File: config.mk
export PLATFORM = sky130hd
export DESIGN_NAME = mlfq_ram
export DESIGN_NICKNAME = d
export VERILOG_FILES = /design/src/rtl/mlfq_ram.sv
export SDC_FILE = /design/constraint.sdc
export NUM_CORES = 1
export LEC_CHECK = 0
export ABC_AREA = 1
export BUFFER_PORTS_ARGS = -buffer_cell sky130_fd_sc_hd__buf_2
export CAP_MARGIN = 30
export CORE_MARGIN = 1.5
export CORE_UTILIZATION = 42
export CTS_BUF_LIST = sky130_fd_sc_hd__clkbuf_4 sky130_fd_sc_hd__clkbuf_8
export CTS_CLUSTER_DIAMETER = 150
export DETAILED_ROUTE_END_ITERATION = 7
export GPL_ROUTABILITY_DRIVEN = 0
export GPL_TIMING_DRIVEN = 0
export SLEW_MARGIN = 20
export SYNTH_ARGS = -nofsm -noshare
export SYNTH_HDL_FRONTEND = slang
export SYNTH_SLANG_ARGS = --single-unit
File: constraint.sdc
create_clock -name clk_i -period 1.4 [get_ports clk_i]
set_clock_uncertainty 0.05 [all_clocks]
set_input_delay 0.14 -clock clk_i [delete_from_list [all_inputs] [get_ports clk_i]]
set_output_delay 0.14 -clock clk_i [all_outputs]
set_load 0.05 [all_outputs]
File: src/rtl/mlfq_ram.sv
// ----------------------------------------------------------------------------
// mlfq_ram
// Generic simple dual-port RAM with one write port and a registered read.
// ----------------------------------------------------------------------------
module mlfq_ram #(
  parameter int WIDTH = 8,
  parameter int DEPTH = 32,
  localparam int AW = (DEPTH > 1) ? $clog2(DEPTH) : 1
) (
  input  logic             clk_i,
  input  logic             we_i,
  input  logic [AW-1:0]    waddr_i,
  input  logic [WIDTH-1:0] wdata_i,
  input  logic [AW-1:0]    raddr_i,
  output logic [WIDTH-1:0] rdata_o
);

  logic [WIDTH-1:0] mem_q [DEPTH];

  always_ff @(posedge clk_i) begin
    if (we_i) begin
      mem_q[waddr_i] <= wdata_i;
    end
    rdata_o <= mem_q[raddr_i];
  end

endmodule

Word level (Yosys, flattened, before mapping). Memory sizes are Yosys's and may differ from the RTL's. A register that Yosys moved wholly into a read port is not among the register bits. Index checks and enable logic that the tools add are counted.

Register bits: 0. RAM bits: 256. Input bits: 20. Output and inout port bits: 8. Word-level logic and storage cells: 3. Memories kept: 1.

Memories: mem_q (depth 32, bits a word 8, read ports 1, clocked after memory_dff 1, write ports 1, line 18) `logic [WIDTH-1:0] mem_q [DEPTH];`.

Mux-type cells: 2.

Operators by type and width (number): 1-bit two-way mux (2).

Depth between registers and ports, before layout.
Depth in word-level cells: 2. Depth in mapped cells: 11. Depth with buffers taken out: 9.

Worst setup path after synthesis. Ideal clock, no wire load.

Path type: input to register. Start: in waddr_i[0]. End: mem mem_q[0][0], enable pin. Setup time: 370 ps. Arrival: 804 ps. Required time: 980 ps. Path slack: 176 ps. Cell stages on the path: 3. Buffers on the path: 0. Cells stage by stage: inv_1 -> nand3_1 -> nor2_1.

RTL lines: from (decl) (line 12) `input logic [AW-1:0] waddr_i,`; to (decl) (line 18).

No word-level cell before the write port.

Final worst setup path.
Start: in we_i. End: mem mem_q[3][1], enable pin.

Word-level cells in the longest chain between the ends: 2.

RTL lines: from (decl) (line 11) `input logic we_i,`; 1-bit two-way mux (line 21) `if (we_i) begin`; 1-bit two-way mux (implied by the code) (line 22) `mem_q[waddr_i] <= wdata_i;`.

No other way between the ends.

==> summary.txt <==
Critical path
  • WP data arrival: 1.61 ns
  • Delay-heaviest family, CP: simple AND/OR/NAND/NOR gates
  • Kind of critical path: in2reg
  • Worst endpoint required time: 1.52 ns
  • Crit-path cells: buf_2, nand3_1, nor2_1
  • Crit path launch type: primary input
  • Max incr delay on CP: 0.88 ns
  • Worst setup EP type: flop
  • CP max FO: 8
  • WP buf/inv: 1
  • Slowest library cell on the worst path: nor2_1

Worst hold path
  • Min-delay worst type: in2reg

STA
  • Slew Viols, Final: 0
  • Crit share post-route: 1.06
  • Final min period: 1.49 ns
  • Final Hold Fails: 0
  • Final Hold Slack: 0.133 ns
  • Post-route setup slack: -0.0853 ns
  • Fmax: 0.673 GHz
  • Worst slew pin tran: 0.889 ns
  • RSZ-0062 raised after global routing: yes
  • # setup viols final: 66
  • Headroom to the max-slew limit: 0.405

Global routing
  • Total grt overflow: 0
  • Vias in the first global route: 6743
  • Initial antenna violation count: 0
  • First-pass GRT wire length: 41.1 mm
  • Largest net degree at the start of global routing: 33
  • GRT Overall Usage: 0.213

Cells and area
  • Antenna Cells: 0
  • Commonest non-fill, non-tap cells in the layout: nand2_1, edfxtp_1, nand3_1
  • Most common cell after layout, fill and taps aside: nand2_1
  • Multi-input combinational cell area: 2510 sq um
  • Register area: 7850 sq um
  • Core Util, Final: 0.486
  • Share of layout cells above drive strength 1: 0.144
  • Fillers: 2287
  • Area Growth Syn to Fin: 13.4%
  • Nets: 1014

Route
  • Final wirelength: 27.9 mm
  • Post-route ant nets: 0
  • Drt drc: 0
  • DRT iter0 DRCs: 704
  • DRT Pass-1 Iters: 5
  • DR vias: 7080
  • Per-cell routed wire length: 20.5 um
  • Vias per cell: 5.21

Clock network
  • Clk_lat worst skew: 0.56 ns
  • Htree depth: 2
  • CTS tree: done
  • Clock slew at reported path FFs: 0.06 ns
  • Total clock sinks: 264
  • CTS Buf Count: 44
  • Max Root-Sink Buffers: 3
  • Clock Tree Root: clkbuf_8

Yosys
  • Mapped Cells: 922
  • Yosys warns: 0
  • FF+latch count, synth: 264
  • Synth unique cells: 12
  • Seq/Total Area, Yosys: 0.728
  • Post-synthesis cell area: 10800 sq um
  • Syn_area_per_cell: 11.7 sq um
  • Syn Nets: 942

Floorplan
  • Initial Util: 0.428
  • Die Ht: 163 um
  • Die width: 163 um
  • Io pins: 28
  • Row cnt: 58
  • Area of the die: 26700 sq um
  • Core Footprint: 25200 sq um

Placement
  • DP HPWL: 17.9 mm
  • Port-buffer cells: 24

Run status
  • Failing checks: setup timing
  • Status: complete, but fails checks

Power and ir drop
  • Pwr per Cell Area: 1370 nW/um^2
  • Worst vdd ir: 0.627 mV
  • P_leak: 4.57 nW

Job
  • Max-cap violations: 0
[path summary, 6_finish.rpt]
| path | end | cells after the start | startpoint | slack [ns] |
|---|---|---|---|---|
| min reg2reg | rdata_o[2] | 8 | mem_q[16][2] | 0.74 |
| max reg2reg | rdata_o[2] | 8 | mem_q[5][2] | 0.15 |
| min | mem_q[2][0] | 1 | wdata_i[0] | 0.13 |
| max | mem_q[3][1] | 3 | we_i | -0.09 |
[cells by family after synthesis]
family,after synthesis,synth area share
AND/OR/NAND/NOR,596,0.231
buffers and inverters,62,0.0414
flip-flops,264,0.728
[timing repair]
item | CTS | global route
hold buffers | 2 | 0
setup endpoints to repair | 46 | 89
endpoints found under the hold margin | 8 | 0
pin swaps | 0 | 0
setup buffers | 0 | 0
resized for setup | 4 | 6
[per-layer routing]
metal | GRT usage | vias up | share of wire
met1 | 0.303 | 3391 | 0.45
li1 | - | 3358 | -
met5 | 0 | - | 0
met4 | 0.0613 | 0 | 0.024
met2 | 0.340 | 266 | 0.46
met3 | 0.0310 | 65 | 0.064
[layout make-up]
cell class / count / share of cell area
Tap cell: 330 / 0.0338
Timing Repair Buffer: 26 / 0.0115
Clock inverter: 18 / 0.00900
Multi-Input combinational cell: 596 / 0.205
Clock buffer: 62 / 0.0621
Buffer: 52 / 0.0337
Sequential cell: 264 / 0.642
Inverter: 10 / 0.00307
[worst register-to-register path, cell delays in order, from the launching register on]
cell	delay [ns]
edfxtp_1	0.35
nand2_1	0.08
nand3_1	0.10
nand3_1	0.14
nand2_1	0.11
nand2_1	0.07
nand2_1	0.07
nand2_1	0.11
nand2_1	0.07
[through the flow]
stage	total power, mW	setup TNS [ns]	instance area (sq um)	instances	setup slack (ns)
global placement	10.2	-126.57	11300	1276	-0.627
finish	16.7	-2.15	12200	1358	-0.0853
detailed placement	10.2	-130.87	11300	1276	-0.644
global route	17.3	-4.05	12200	1358	-0.0846
floorplan	9.71	0	10800	922	0.176
CTS	16.8	-1.16	12200	1358	-0.0591
[power breakdown]
group / switching [mW] / leakage [nW] / internal (mW)
Clock: 2.94 / 0.453 / 3.69
Sequential: 0.0249 / 2.37 / 8.79
Combinational: 0.932 / 1.74 / 0.328
[flip-flops by register name, indices dropped and copies added (netlist names)]
signal   count
mem_q      256
rdata_o      8
[cells in the mapped netlist]
library cell,instances,share of area
edfxtp_1,256,0.71
inv_2,2,0.00070
buf_6,24,0.025
buf_4,4,0.0028
dfxtp_1,8,0.015
clkbuf_1,7,0.0024
inv_1,8,0.0028
nor2_1,32,0.011
nand2_1,360,0.13
buf_1,2,0.00070
nand3_1,204,0.095
buf_2,15,0.0070
No activity file was read; power rests on OpenSTA's default activity.
