### config.mk
export PLATFORM = sky130hd
export DESIGN_NAME = mlfq_rem
export DESIGN_NICKNAME = d
export VERILOG_FILES = /design/src/rtl/mlfq_rem.sv
export SDC_FILE = /design/constraint.sdc
export NUM_CORES = 1
export LEC_CHECK = 0
export BUFFER_PORTS_ARGS = -buffer_cell sky130_fd_sc_hd__buf_2
export CAP_MARGIN = 20
export CORE_MARGIN = 2
export CORE_UTILIZATION = 40
export CTS_CLUSTER_SIZE = 16
export DETAILED_ROUTE_END_ITERATION = 10
export PLACE_DENSITY = 0.7
export SLEW_MARGIN = 20
export SYNTH_ARGS = -nofsm -noshare
export SYNTH_HDL_FRONTEND = slang
export SYNTH_SLANG_ARGS = --single-unit
### constraint.sdc
create_clock -name clk_i -period 2.5 [get_ports clk_i]
set_clock_uncertainty 0.05 [all_clocks]
set_input_delay 0.25 -clock clk_i [delete_from_list [all_inputs] [get_ports clk_i]]
set_output_delay 0.25 -clock clk_i [all_outputs]
set_load 0.1 [all_outputs]
### src/rtl/mlfq_rem.sv
// ----------------------------------------------------------------------------
// mlfq_rem
// Bit-serial remainder unit: tests whether a 32-bit value is a multiple of
// a 16-bit nonzero divisor, one dividend bit per cycle.
// ----------------------------------------------------------------------------
module mlfq_rem (
  input  logic        clk_i,
  input  logic        rst_ni,
  input  logic        start_i,
  input  logic [31:0] dividend_i,
  input  logic [15:0] divisor_i,
  output logic        done_o,
  output logic        zero_o
);

  logic [15:0] rem_q, rem_d;
  logic [31:0] dvd_q, dvd_d;
  logic [15:0] dsr_q, dsr_d;
  logic [5:0]  cnt_q, cnt_d;
  logic [16:0] trial;

  assign done_o = (cnt_q == 6'd32);
  assign zero_o = (rem_q == 16'd0);
  assign trial  = {rem_q, dvd_q[31]};

  always_comb begin
    rem_d = rem_q;
    dvd_d = dvd_q;
    dsr_d = dsr_q;
    cnt_d = cnt_q;
    if (start_i) begin
      rem_d = '0;
      dvd_d = dividend_i;
      dsr_d = divisor_i;
      cnt_d = '0;
    end else if (!done_o) begin
      if (trial >= {1'b0, dsr_q}) begin
        rem_d = 16'(trial - {1'b0, dsr_q});
      end else begin
        rem_d = trial[15:0];
      end
      dvd_d = {dvd_q[30:0], 1'b0};
      cnt_d = cnt_q + 6'd1;
    end
  end

  always_ff @(posedge clk_i or negedge rst_ni) begin
    if (!rst_ni) begin
      cnt_q <= 6'd32;
    end else begin
      cnt_q <= cnt_d;
    end
  end

  always_ff @(posedge clk_i) begin
    rem_q <= rem_d;
    dvd_q <= dvd_d;
    dsr_q <= dsr_d;
  end

endmodule

* Yosys cells after proc, flatten, opt, wreduce, memory -nomap -nowiden *
Index checks and enable logic that the tools add are counted.

storage, ports and cells
  word-level logic and storage cells = 15
  register bits = 70

operators by class
  mux-type cells = 5
  add/sub/neg operators = 2
  equality and inequality tests = 2
  reductions and logical operators = 1
  magnitude comparators = 1

operator list
  cell                   number
  $mux W32               2
  $ge A17 B16 Y1         1
  $logic_not A16 Y1      1
  $mux W16               1
  $sub A16 B16 Y16       1
  $mux W6                2
  $add A6 B1 Y6 const B  1
  $eq A6 B6 Y1 const B   1
  $ne A2 B2 Y1 const B   1

* Logic depth before layout (Yosys ltp) *
  depth after elaboration = 3
  mapped depth = 10
  mapped depth without buffers = 10

* Worst setup path after synthesis *
Ideal clock, no wire load.

  path type = flip-flop to flip-flop
  start point = register cnt_q[0]
  end point = register rem_q[11]
  data arrival time = 2.353 ns
  library setup time = 0.079 ns
  buffers on the path = 1
  path slack = 0.018 ns
  stages on the path, launching flop included = 10
  cell sequence = dfrtp_1 -> inv_1 -> ha_1 -> nand2_1 -> or4_1 -> buf_6 -> clkinv_1 -> nor2_1 -> o211ai_1 -> o211ai_1

on the way
  cells in the longest elaborated chain, start to end = 1

ends and longest elaborated chain
  item                    RTL line  text
  start, declared         19        logic [5:0] cnt_q, cnt_d;
  start signal, assigned  51        cnt_q <= cnt_d;
  $eq A6 B6 Y1            22        assign done_o = (cnt_q == 6'd32);
  net done_o              12        output logic done_o,
  end signal, assigned    56        rem_q <= rem_d;
  end, declared           16        logic [15:0] rem_q, rem_d;

The timed path passes the listed nets, and every way through them passes these cells.
A chain may end at the register's enable or synchronous reset.

* Worst setup path in the final report *
  start point = register rem_q[1]
  end point = register rem_q[2]

on the way
  cells in the longest elaborated chain, start to end = 2
  elaborated cells between the ends (all ways) = 3
  classes of those cells = add/sub: 1; order compare: 1; mux: 1

ends and longest elaborated chain
  item                                                RTL line  text
  $sub A16 B16 Y16 or $ge A17 B16 Y1 (tied branches)  38, 37
  $mux W16 (*)                                        37        if (trial >= {1'b0, dsr_q}) begin

Every way passes the cells marked *; elsewhere a longest branch is shown, timed or not.

==> impl.org <==
** Cells and area
- The number of antenna diodes in the final layout is 0.
- Utilization after layout :: 49.0%
- Share of cells above drive strength 1 :: 34.1%
- Area Overhead vs Synth :: 21.0%
- For this run, the post-layout net count is 517.
- Final instance area :: 0.00499 mm^2

** Clocking
- Deepest clock path buffer count :: 2
- TritonCTS built the clock tree.
- After clock tree synthesis, the clock-pin slew on the worst setup and hold paths is 80 ps.
- Num CTS Buffers :: 9
- For this design, the sink count on the clock tree is 70.
- Htree depth :: 3
- At the later pin of the worst-skew pair, clock insertion delay measures 360 ps.
- Clock tree root driver cell :: clkbuf_8

** Critical path
- R2R setup slack :: 100 ps
- The worst setup path is captured at a register.
- The critical path runs through a total of 7 cells.
- WP data arrival :: 2610 ps
- The worst setup path is launched from a register.
- For the worst flop-to-flop path, the logic depth is 7.
- The critical path goes through ha_1, nor2_1, a211o_4, a21oi_4, o41a_4, or3_1, a32o_1.
- FF-to-FF Start :: rem_q[1]
- End point of the critical path :: rem_q[2]
- Counting both buffers and inverters, the worst setup path holds a total of 0.
- The critical path is of the reg -> reg type.
- Delay of the slowest cell on the worst path :: 510 ps
- For this design, the slowest cell found on the critical path is o41a_4.
- Data required time of the worst path :: ~2700 ps
- Tracing the worst setup path back leads to its startpoint at rem_q[1].
- Along the worst path, the maximum fanout reaches 7.
- Reg-to-reg endpoint :: rem_q[2]
- On the critical path the largest part of the delay comes from compound AO/OA/AOI/OAI gates.

** Yosys
- Cell taking the most area after synthesis :: edfxtp_1
- Syn_area_per_cell :: 11.2 um^2
- Warning count from the yosys run :: 0
- Ranked by total cell area, the synthesized netlist is headed by edfxtp_1 (35%), mux2_2 (8.7%), dfxtp_1 (7.8%), ha_1 (5.5%), dfrtp_1 (3.0%).
- Syn Inst Count :: 370
- The top cell type by area accounts for around a third of the synthesized area.
- Count of cell types in the netlist :: 68
- Flip-flop and latch count after synthesis :: 70
- Of all flip-flops after synthesis, the portion carrying an async set or reset was 8.57%.
- Post-synthesis sequential area ratio :: 46.3%
- Predominant post-synthesis flop cell :: edfxtp_1
- The number of nets handed over by synthesis was 440.
- The synthesized design contains 48 enable-type register cells.
- Cell area after synthesis :: between 0.004 and 0.005 mm^2

** Routing
- The pre-antenna-repair detailed-routing pass consisted of 4 iterations.
- The first routing iteration left 186 violations.
- After detailed routing, the average wire length per cell comes to 15.8 um.
- For this run, design rule violations remaining after detail routing come to 0.
- In the routed layout, each cell is associated on average with a via count of 5.34.
- Number of antenna-violating nets in the routed design :: 0
- Aggregate routed wire length :: 9270 um
- Total number of vias :: roughly 3100

** Status
- The flow ran to the end, and the final reports show no timing, DRC or antenna violations.

** Power and ir drop
- Total power draw :: 4.90 mW
- Leakage power :: 2.05 nW
- Power per Cell Area :: 981 mW/mm^2
- IR analysis of the VDD net gives a maximum drop of roughly 0.00057 V.

** Global route
- Global-route wire length before repair :: 15800 um
- Number of antenna violations at the first check in global routing :: 0
- Leftover overflow at the end of global routing :: 0
- Global routing used approximately 18% of the available tracks.
- Entering global routing, the biggest net connects 55 pins.
- Vias in the first global route :: between 3000 and 4000

** Timing
- Endpoints failing hold :: 0
- Final critical-path required period :: ~2400 ps
- After layout, the worst path uses 96.2% of the clock period.
- Finish-stage setup viols :: 0
- Maximum frequency from static timing analysis :: between 400 and 500 MHz
- Headroom to the max-slew limit :: 58.8%
- Transition time at the pin with the least slew margin :: 618 ps
- Pins Over Slew Limit :: 0
- Total Negative Setup Slacks :: 0 ps
- Post-route worst setup slack :: around 96 ps

** Die
- Io pins :: 53
- Core ar. :: ~0.010 mm^2
- Die area :: 0.0111 mm^2
- Row cnt :: 37
- Die Span X :: around 110 um
- Once the floorplan was initialized, standard cells occupied just over 40% of the core.
- Vertical die dimension :: 106 um

** Flow run
- Max-cap violations in this run came to 0.

** Placement
- GPL Wtd Cong :: 0.855
- Area after DPL :: 0.00460 mm^2
- Post-place setup slack :: -16.9 ps
- IO Port Bufs :: 52
- DPL Wire Length :: around 6600 um

** Min path
- Tightest Hold Check Type :: in -> reg
kinds of logic after synthesis:
logic type	Yosys count	share of synthesized area [%]
simple gates	103	13.2
compound gates	89	17.5
flops	70	46.3
buf+inv	44	5.43
mux	34	9.22
fa+ha+maj	19	5.94
xor+xnor	11	2.33
stage by stage:
step / std cells / hold slack [ps]
2_1_floorplan: 370 / -95.6
3_3_place_gp: 560 / 28.4
3_5_place_dp: 560 / 27.4
4_1_cts: 577 / 2.59
5_1_grt: 588 / 0.622
6_report: 588 / 15.8
per-layer routing:
metal / global-route usage, % / vias up / part of all wire, %
met5: 0 / - / 0
met4: 7.89 / 0 / 2.4
met3: 5.38 / 17 / 6.4
met2: 28.6 / 96 / 46
met1: 22.2 / 1482 / 45
li1: - / 1545 / -
cells in the final DEF, fill, tap and decap left out, types with 3 or more instances in the layout:
master / netlist / routed
nand3b_1: 7 / 7
xnor2_1: 8 / 8
o21ai_0: 9 / 9
a311oi_1: 9 / 9
a21oi_2: 1 / 3
nand3_1: 16 / 16
nor3_1: 3 / 3
edfxtp_1: 48 / 48
a21oi_4: 2 / 4
or3_1: 3 / 3
inv_1: 23 / 22
o21a_1: 3 / 3
and2_1: 5 / 5
ha_1: 18 / 14
nor4_1: 5 / 5
nand2b_1: 6 / 6
o21ai_2: 5 / 5
buf_4: 3 / 21
clkbuf_8: 0 / 9
a21o_1: 7 / 7
nor2_1: 28 / 28
o211ai_1: 13 / 13
nand4_1: 4 / 4
xor2_1: 3 / 3
dfrtp_1: 5 / 5
dlygate4sd3_1: 0 / 11
buf_2: 4 / 51
dfxtp_1: 16 / 15
nand2_1: 14 / 14
mux2_2: 32 / 32
a21oi_1: 18 / 14
report_power, final:
part | leakage, nW | internal (mW) | switching (mW)
Sequential | 0.706 | 1.44 | 0.178
Clock | 0.0923 | 0.459 | 0.452
Combinational | 1.25 | 1.03 | 1.35
Total | 2.05 | 2.92 | 1.98
timing repair:
| item | CTS | global route |
|---|---|---|
| setup endpoints to repair | 1 | 15 |
| buffers inserted | 0 | 1 |
| hold buffers | 1 | 10 |
| gates resized for setup | 1 | 16 |
| endpoints found under the hold margin | 6 | 10 |
| pin swaps | 0 | 11 |
synth_stat cells, types with 3 or more instances:
master	instances
a21o_1	7
a21oi_1	18
a311oi_1	9
and2_1	5
buf_2	4
buf_4	3
buf_6	4
clkbuf_1	5
dfrtp_1	5
dfxtp_1	16
edfxtp_1	48
ha_1	18
inv_1	23
mux2_2	32
nand2_1	14
nand2b_1	6
nand3_1	16
nand3b_1	7
nand4_1	4
nor2_1	28
nor3_1	3
nor4_1	5
o211ai_1	13
o21a_1	3
o21ai_0	9
o21ai_2	5
or3_1	3
xnor2_1	8
xor2_1	3
area by class of cell:
class,instances,area (um^2)
fillers,935,5190
inverters,24,90.1
multi-input cells,256,2060
well taps,136,170
repair buffers,86,566
clock buffers,10,128
clock inverters,6,63.8
flip-flops and latches,70,1910
worst min path at each step:
stage | start | to | slack (ps) | depth (start not counted)
floorplan | rst_ni | cnt_q[0] | -100 | 0
global placement | rst_ni | cnt_q[4] | 30 | 1
detailed placement | rst_ni | cnt_q[4] | 30 | 1
CTS | divisor_i[9] | dsr_q[9] | 3 | 1
global route | divisor_i[1] | dsr_q[1] | 0.6 | 1
finish | divisor_i[1] | dsr_q[1] | 20 | 1
sequential cells by signal (all words and copies together) (netlist names):
signal	cells
dvd_q	32
rem_q	16
dsr_q	16
cnt_q	6
Note: power is estimated with default switching activity, not from simulation.
